**config.mk**
```make
export PLATFORM = sky130hd
export DESIGN_NAME = ftwa_front_flat
export DESIGN_NICKNAME = d
export VERILOG_FILES = /design/src/hdl/ftwa_pkg.sv /design/src/hdl/ftwa_if.sv /design/src/hdl/ftwa_front.sv /design/src/flat_wrapper.sv
export SDC_FILE = /design/constraint.sdc
export NUM_CORES = 1
export LEC_CHECK = 0
export BUFFER_PORTS_ARGS = -buffer_cell sky130_fd_sc_hd__buf_2
export CORE_MARGIN = 3
export CORE_UTILIZATION = 50
export DETAILED_ROUTE_END_ITERATION = 8
export GPL_ROUTABILITY_DRIVEN = 0
export PLACE_DENSITY = 0.74
export SETUP_SLACK_MARGIN = 0.02
export SLEW_MARGIN = 0
export SYNTH_ARGS = -nofsm -noshare
export SYNTH_HDL_FRONTEND = slang
export SYNTH_SLANG_ARGS = --single-unit
```
**constraint.sdc**
```tcl
create_clock -name i_clk -period 11.8 [get_ports i_clk]
set_input_delay 1.77 -clock i_clk [delete_from_list [all_inputs] [get_ports i_clk]]
set_output_delay 1.77 -clock i_clk [all_outputs]
set_load 0.01 [all_outputs]
```
**src/hdl/ftwa_pkg.sv**
```systemverilog
// ----------------------------------------------------------------------------
// ftwa_pkg
// Shared types and constants for the flow table with idle timeout.
// ----------------------------------------------------------------------------
package ftwa_pkg;
    localparam int TABLE_DEPTH = 64;
    localparam int IDX_W = $clog2(TABLE_DEPTH);
    localparam int CNT_W = $clog2(TABLE_DEPTH + 1);

    localparam logic [2:0] ST_HIT     = 3'd0;
    localparam logic [2:0] ST_INS     = 3'd1;
    localparam logic [2:0] ST_INS_PRG = 3'd2;
    localparam logic [2:0] ST_FULL    = 3'd3;
    localparam logic [2:0] ST_BYPASS  = 3'd4;

    localparam logic [31:0] RESET_IDLE_TIMEOUT = 32'd5;

    typedef struct packed {
        logic        is_ipv4;
        logic [31:0] src_addr;
        logic [31:0] dst_addr;
        logic [15:0] src_port;
        logic [15:0] dst_port;
        logic [7:0]  protocol;
        logic [31:0] now;
    } t_in_item;

    typedef struct packed {
        logic [2:0]  status;
        logic [5:0]  slot;
        logic [31:0] packet_count;
        logic [6:0]  occupancy;
        logic [6:0]  purged;
    } t_out_item;

    // classified item passed from front to back
    typedef struct packed {
        logic        is_ipv4;
        logic [63:0] kaddr;
        logic [39:0] kpp;
        logic [31:0] now;
    } t_key_item;
endpackage

```
**src/hdl/ftwa_if.sv**
```systemverilog
// ----------------------------------------------------------------------------
// ftwa_in_if / ftwa_out_if / ftwa_cfg_if
// Valid/ready channels of the flow table.
// ----------------------------------------------------------------------------
interface ftwa_in_if import ftwa_pkg::*; ();
    logic     valid;
    logic     ready;
    t_in_item data;
    modport source (output valid, output data, input ready);
    modport sink   (input valid, input data, output ready);
endinterface


```
**src/hdl/ftwa_front.sv**
```systemverilog
// ----------------------------------------------------------------------------
// ftwa_front
// Accepts packets, builds the symmetric key, queues it for the table engine.
// ----------------------------------------------------------------------------
module ftwa_front import ftwa_pkg::*; (
    input  logic            i_clk,
    input  logic            i_rst_n,
    ftwa_in_if.sink         in_ch,
    output logic            o_q_valid,
    output t_key_item       o_q_data,
    input  logic            i_q_pop
);
    localparam int QD = 2;

    t_key_item r_q [QD];
    logic      r_wp, r_rp;
    logic [1:0] r_cnt;
    t_key_item n_key;
    logic      push;

    always_comb begin
        n_key.is_ipv4 = in_ch.data.is_ipv4;
        n_key.kaddr = (in_ch.data.src_addr > in_ch.data.dst_addr)
            ? {in_ch.data.src_addr, in_ch.data.dst_addr}
            : {in_ch.data.dst_addr, in_ch.data.src_addr};
        n_key.kpp = (in_ch.data.src_port > in_ch.data.dst_port)
            ? {in_ch.data.src_port, in_ch.data.dst_port, in_ch.data.protocol}
            : {in_ch.data.dst_port, in_ch.data.src_port, in_ch.data.protocol};
        n_key.now = in_ch.data.now;
    end

    assign in_ch.ready = (r_cnt != 2'd2);
    assign push = in_ch.valid && in_ch.ready;
    assign o_q_valid = (r_cnt != 2'd0);
    assign o_q_data = r_q[r_rp];

    always_ff @(posedge i_clk) begin
        if (push) r_q[r_wp] <= n_key;
        if (!i_rst_n) begin
            r_wp <= 1'b0;
            r_rp <= 1'b0;
            r_cnt <= 2'd0;
        end else begin
            if (push) r_wp <= ~r_wp;
            if (i_q_pop) r_rp <= ~r_rp;
            r_cnt <= r_cnt + 2'(push) - 2'(i_q_pop);
        end
    end
endmodule

```
**src/flat_wrapper.sv**
```systemverilog
// flat-port wrapper written by rule: the top's interface ports become plain ports
module ftwa_front_flat import ftwa_pkg::*;
  (i_clk, i_rst_n, o_q_valid, o_q_data, i_q_pop, in_ch_valid, in_ch_data, in_ch_ready);
  ftwa_in_if in_ch_i ();
  input  logic i_clk;
  input  logic i_rst_n;
  output logic o_q_valid;
  output t_key_item o_q_data;
  input  logic i_q_pop;
  input wire logic [$bits(in_ch_i.valid)-1:0] in_ch_valid;
  input wire logic [$bits(in_ch_i.data)-1:0] in_ch_data;
  output wire logic [$bits(in_ch_i.ready)-1:0] in_ch_ready;
  assign in_ch_i.valid = in_ch_valid;
  assign in_ch_i.data = in_ch_data;
  assign in_ch_ready = in_ch_i.ready;
  ftwa_front u_core (.i_clk(i_clk), .i_rst_n(i_rst_n), .in_ch(in_ch_i), .o_q_valid(o_q_valid), .o_q_data(o_q_data), .i_q_pop(i_q_pop));
endmodule
```
==> results of run 1 <==
-- stage by stage --
stage / worst slack (ps) / hold WS [ps] / total power [W] / cell area [um2] / util
3_5_place_dp: 6461 / 570.5 / 0.001884 / 14160 / 0.5805
3_3_place_gp: 6493 / 554.0 / 0.001871 / 14160 / 0.5805
2_1_floorplan: 3604 / 541.5 / 0.001693 / 12460 / -
6_report: 6930 / 578.9 / 0.002658 / 15000 / 0.6150
5_1_grt: 6760 / 624.9 / 0.002790 / 15000 / 0.6150
4_1_cts: 6867 / 585.9 / 0.002696 / 15000 / 0.6149
-- worst register-to-register path, stage by stage, from the launching register on --
cell and delay (ps):
dfxtp_1 320, inv_1 60, nand2_1 110, and3_4 800, buf_4 940
-- report_power, final --
| part | switching, W | internal (W) | total [W] | leakage (nW) |
|---|---|---|---|---|
| sequential | 0.0000386 | 0.00128 | 0.00132 | 2.59 |
| clock | 0.000353 | 0.000450 | 0.000803 | 0.396 |
| combinational | 0.000296 | 0.000239 | 0.000535 | 2.89 |
| total | 0.000687 | 0.00197 | 0.00266 | 5.88 |
-- cells by family (layout without fill, tap and decap cells) --
| family | Yosys count | in the layout | synth area share |
|---|---|---|---|
| XOR/XNOR | 3 | 3 | 0.002109 |
| buffers and inverters | 75 | 388 | 0.02801 |
| multiplexers | 233 | 233 | 0.2106 |
| flip-flops | 279 | 279 | 0.6683 |
| adder cells (fa/ha/maj) | 50 | 50 | 0.05021 |
| other | 0 | 1 | 0 |
| AO/OA/AOI/OAI | 40 | 40 | 0.02189 |
| AND/OR/NAND/NOR | 40 | 40 | 0.01888 |
-- how the worst max path moves through the flow --
stage,startpoint,cells past startpoint,end,slack [ps]
after global placement,in_ch_data[99],9,u_core.r_q[0][105],6490
after global routing,flop,3,o_q_data[119],6760
after CTS,flop,3,o_q_data[119],6870
final,flop,3,o_q_data[119],6930
after floorplan,in_ch_valid,2,u_core.r_q[0][0],3600
after detailed placement,in_ch_data[99],9,u_core.r_q[1][115],6460
-- layout make-up --
type	count	area (um2)	area share
antenna	1	2.502	0.0001668
clock inverter	16	83.83	0.005588
timing repair buffer	284	1434	0.09559
sequential	279	8332	0.5554
clock buffer	37	755.7	0.05038
multi-input combinational	366	3796	0.2531
inverter	51	191.4	0.01276
tap	324	405.4	0.02702
-- layout by cell type (no fill, tap or decap), types with 4 or more instances in the layout --
cell,n
a21o_1,5
a21oi_1,18
and2_1,5
buf_2,279
buf_4,5
clkbuf_1,8
clkbuf_16,29
clkinv_1,8
clkinvlp_4,4
dfxtp_1,4
edfxtp_1,274
ha_1,50
inv_1,51
mux2_2,232
nand2_1,7
nand3_1,4
nand4_1,9
o21ai_0,5
-- per-layer routing --
metal | vias up | GRT usage | routed length, um
li1 | 3366 | - | -
met1 | 3425 | 0.2173 | 9825
met2 | 242 | 0.3036 | 11860
met3 | 60 | 0.06759 | 2569
met4 | 16 | 0.04691 | 685
met5 | - | 0 | 89
-- flip-flops by register name, indices dropped and copies added (netlist names), named ones only --
signal,flops
u_core.r_q,274
u_core.r_cnt,2
u_core.r_rp,1
u_core.r_wp,1
-- synth_stat cells --
library cell,count,area share
edfxtp_1,274,0.66
mux2_2,232,0.21
inv_1,51,0.015
ha_1,50,0.050
a21oi_1,18,0.0072
clkbuf_1,15,0.0045
buf_6,9,0.0081
nand4_1,9,0.0045
nand2_1,7,0.0021
a21o_1,5,0.0030
and2_1,5,0.0025
dfxtp_1,5,0.0080
o21ai_0,5,0.0020
nand3_1,4,0.0016
nor2b_1,3,0.0015
nor3_1,3,0.0012
a21boi_0,2,0.0012
and3_1,2,0.0010
and4_1,2,0.0014
o211ai_1,2,0.0012
o21a_1,2,0.0012
xnor2_1,2,0.0014
a211o_2,1,0.00080
a211oi_1,1,0.00060
a221o_1,1,0.00080
a221oi_2,1,0.0012
a22oi_4,1,0.0017
mux2_1,1,0.00090
nor2_1,1,0.00030
nor4_1,1,0.00050
nor4bb_1,1,0.00080
o221a_2,1,0.00090
or2_2,1,0.00050
or4_4,1,0.00090
xor2_1,1,0.00070
==> reports/results.ini, run 1 <==
[finish]
fill_cells=1933
layout.cells.non_filler=1358
area_growth_pct=20.38
nets=1202
drive_gt1_frac=0.5440

[timing]
period_minus_slack_ps=4870
timing.final.crit_share=0.4127
hold_viol=0
tightest_slew_ps=1015
final-setup-viol-count=0
fin_skew_ps=14.20
max_freq_ghz=0.2053
setup-tns-final_ps=0
slew_viol_final=0
timing.slew.headroom=0.3235
grt_setup_unrepaired=false

[placement]
port_buffers=279
place_hpwl_um=16860
placed_cells=1304

[floorplan]
die_w_um=163.9
coreArea_mm2=0.02439
ioPinCount=280
die_area_mm2=0.02685
die_h_um=163.9
initial_core_util=0.5109
rows=57

[critical_path]
r2r_cells=4
cp-start-kind=flop
critical_path_class=reg2out
reg2reg_to=u_core.r_q[1][75]
r2r_slack_ps=9140
path_cells=buf_4, mux2_2, buf_2
crit_path_end_kind=output port
cpLargestDelayFamily=buffers and inverters
critPathRequiredTime_ps=10030
crit_buf_inv=2
cpPeakStageDelay_ps=940
critPathMaxFanout=72
worstPathArrival_ps=3100
r2r-start=u_core.r_cnt[0]
worst_path_max_delay_cell=dfxtp_4

[power]
p_per_area_mw_per_mm2=177.2
p_leak_nw=5.879
ir_drop_mv=0.1329

[detailed_routing]
drc=0
drt_iter0_drc=338
firstDrtPassIters=4
num_vias=7109
viasPerCell=5.235
routed_wl_um=25020
routedWlPerCell_um=18.43
ant_nets=0

[synth]
syn_inst=720
ys_types=35
avgSynthCellArea_um2=17.31
postSynthNetCount=911
yosysSeqAreaShare=0.6683
synth-seq-cells=279
yosys_warnings=0
synthesis.area_mm2=0.01246

[clocking]
htree_levels=1
cts_tree=yes
clock-root-buffer=clkbuf_16
postCtsHoldBufs=0
cts_sinks=279
cts_buffers=29
clk_pin_slew_ps=60
cts_resized=0
clock_latency_ps=530
cts_setup_buffers=0
cts_buffer_depth=3

[global_route]
antenna_found_initial=9
grt_max_degree=73
grt-ovfl-total=0
grt_pass1_vias=7290
grt_pass1_wl_um=38090
track_usage=0.1794

[worst_hold_path]
hp-start=u_core.r_rp
hold_path_depth=2
hold_class=reg2reg

[flow_run]
maxCapViolCount=0

[outcome]
outcome=completed

No activity file was read; power rests on OpenSTA's default activity.
==> inputs of run 2 (changes only) <==
CORE_UTILIZATION = 49   (was 50)
PLACE_DENSITY = 0.75   (was 0.74)
clock period = 4.11 ns   (was 11.8 ns; I/O delays follow)
==> reports/results.ini, run 2 (synthesis gave the netlist of run 1 again) <==
[outcome]
outcome=completed

[detailed_routing]
viasPerCell=5.284  ; +0.93%
drc=0  ; unchanged
drt-met1-wl_um=10070  ; +2.5%
ant_nets=0  ; unchanged
firstDrtPassIters=6  ; +2
dr_wl_met3_um=2453  ; -4.5%
num_vias=7186  ; +1.1%
routedWlPerCell_um=19.00  ; +3.1%
drt_iter0_drc=428  ; +27%
route.met2.wl_um=12710  ; +7.2%
routed_wl_um=25840  ; +3.3%
top_layer=met5

[finish]
layout.cells.non_filler=1360  ; +0.15%
final_area_mm2=0.01511  ; +0.73%
antenna_cells_inserted=0  ; -1
largest_reg_flops=274  ; unchanged
top_register=u_core.r_q
area_growth_pct=21.26
final_cell_mix=279 x buf_2, 274 x edfxtp_1, 232 x mux2_2
layout_commonest_cell=buf_2
top_regs=u_core.r_q x274, u_core.r_cnt x2
nets=1207  ; +0.42%
drive_gt1_frac=0.5454  ; +0.001320

[worst_hold_path]
hp-start=in_ch_data[3]
hold_class=in2reg

[critical_path]
worstPathArrival_ps=2250  ; -850 ps
path_cells=buf_4, mux2_2, buf_2
critPathRequiredTime_ps=3490  ; -6540 ps
crit_buf_inv=2  ; unchanged
critPathMaxFanout=32  ; -56%
critical_path_class=reg2out
cpLargestDelayFamily=flip-flops
crit_path_end_kind=output port
cpPeakStageDelay_ps=640  ; -300 ps
worst_path_max_delay_cell=dfxtp_4
cp-start-kind=flop
r2r-start=u_core.r_cnt[0]

[floorplan]
rows=57  ; unchanged
die_h_um=165.5  ; +0.98%
ioPinCount=280  ; unchanged
initial_core_util=0.5050  ; -0.005906
die_area_mm2=0.02738  ; +2.0%
coreArea_mm2=0.02468  ; +1.2%
die_w_um=165.5  ; +0.98%

[global_route]
grt_pass1_vias=7425  ; +1.9%
grt_pass1_wl_um=38910  ; +2.1%
antenna_found_initial=3  ; -6
track_usage=0.1821  ; +0.002702
grt-ovfl-total=0  ; unchanged
grt_max_degree=77  ; +5.5%

[clocking]
clock_latency_ps=550  ; +20 ps
cts_sinks=279  ; unchanged
cts_tree=yes
htree_levels=1  ; unchanged
cts_setup_buffers=0  ; unchanged
postCtsHoldBufs=0  ; unchanged
clock-root-buffer=clkbuf_16
cts_resized=0  ; unchanged
cts_buffers=29  ; unchanged
cts_buffer_depth=3  ; unchanged
clk_pin_slew_ps=60  ; about the same

[timing]
worst_slack_ps=1243  ; -5687 ps
period_minus_slack_ps=2867
timing.final.crit_share=0.6976
final-setup-viol-count=0  ; unchanged
grt_setup_unrepaired=false
slew_viol_final=0  ; unchanged
setup-tns-final_ps=0  ; unchanged
tightest_slew_ps=709.6  ; -305.2 ps
fin_skew_ps=22.89  ; +8.694 ps
holdWs_ps=257.0  ; -321.9 ps
timing.slew.headroom=0.5270  ; +0.2035
hold_viol=0  ; unchanged
max_freq_ghz=0.3488

[placement]
placed_cell_area_mm2=0.01426  ; +0.71%
port_buffers=279  ; unchanged
place_hpwl_um=17830  ; +5.8%
placed_cells=1309  ; +0.38%
pre_cts_ws_ps=763.6  ; -5698 ps

[power]
ir_drop_mv=0.3666  ; +180%
p_per_area_mw_per_mm2=512.4  ; +190%
p_leak_nw=5.944  ; +1.1%

[flow_run]
maxCapViolCount=0  ; unchanged

run 2: cell count changes in the layout (fill, tap and decap cells not counted):
cell,before,now
bufinv_16,0,1
inv_6,0,1
buf_12,0,5
clkinvlp_4,4,0
clkbuf_1,8,7
clkinv_1,8,9
inv_8,0,1
clkinv_4,1,0
diode_2,1,0
run 2: through the flow:
step	power (W)	util
2_1_floorplan	0.004806	-
3_5_place_dp	0.005448	0.5778
6_report	0.007742	0.6123
5_1_grt	0.008113	0.6123
4_1_cts	0.007833	0.6123
3_3_place_gp	0.005398	0.5778
run 2: worst paths after layout:
kind	end	slack (ps)	cells after the start
setup reg to reg	u_core.r_q[1][109]	2140	4
hold / removal	u_core.r_q[0][3]	260	1
hold reg to reg	flop	580	2
setup / recovery	o_q_data[101]	1240	3
run 2: power breakdown:
part / leakage (nW) / internal (W) / switching (W)
Combinational: 2.93 / 0.000717 / 0.000878
Sequential: 2.59 / 0.00367 / 0.000104
Clock: 0.416 / 0.00135 / 0.00102
Total: 5.94 / 0.00574 / 0.00200
run 2: per-layer routing:
metal,track usage,vias up
met5,0,-
met4,0.04386,6
met3,0.06061,45
met2,0.3159,249
met1,0.2207,3511
li1,-,3375
run 2: cell type report:
cell class,instances,area (um2)
Fill cell,1936,9567
Sequential cell,279,8332
Multi-Input combinational cell,366,3796
Timing Repair Buffer,289,1534
Clock buffer,36,752.0
Tap cell,324,405.4
Inverter,51,191.4
Clock inverter,15,98.84
run 2: worst reg2reg max path, stage by stage (launching register included):
cell and delay [ps]:
dfxtp_1 320, inv_1 60, nand2_1 90, and3_4 670, buf_4 490
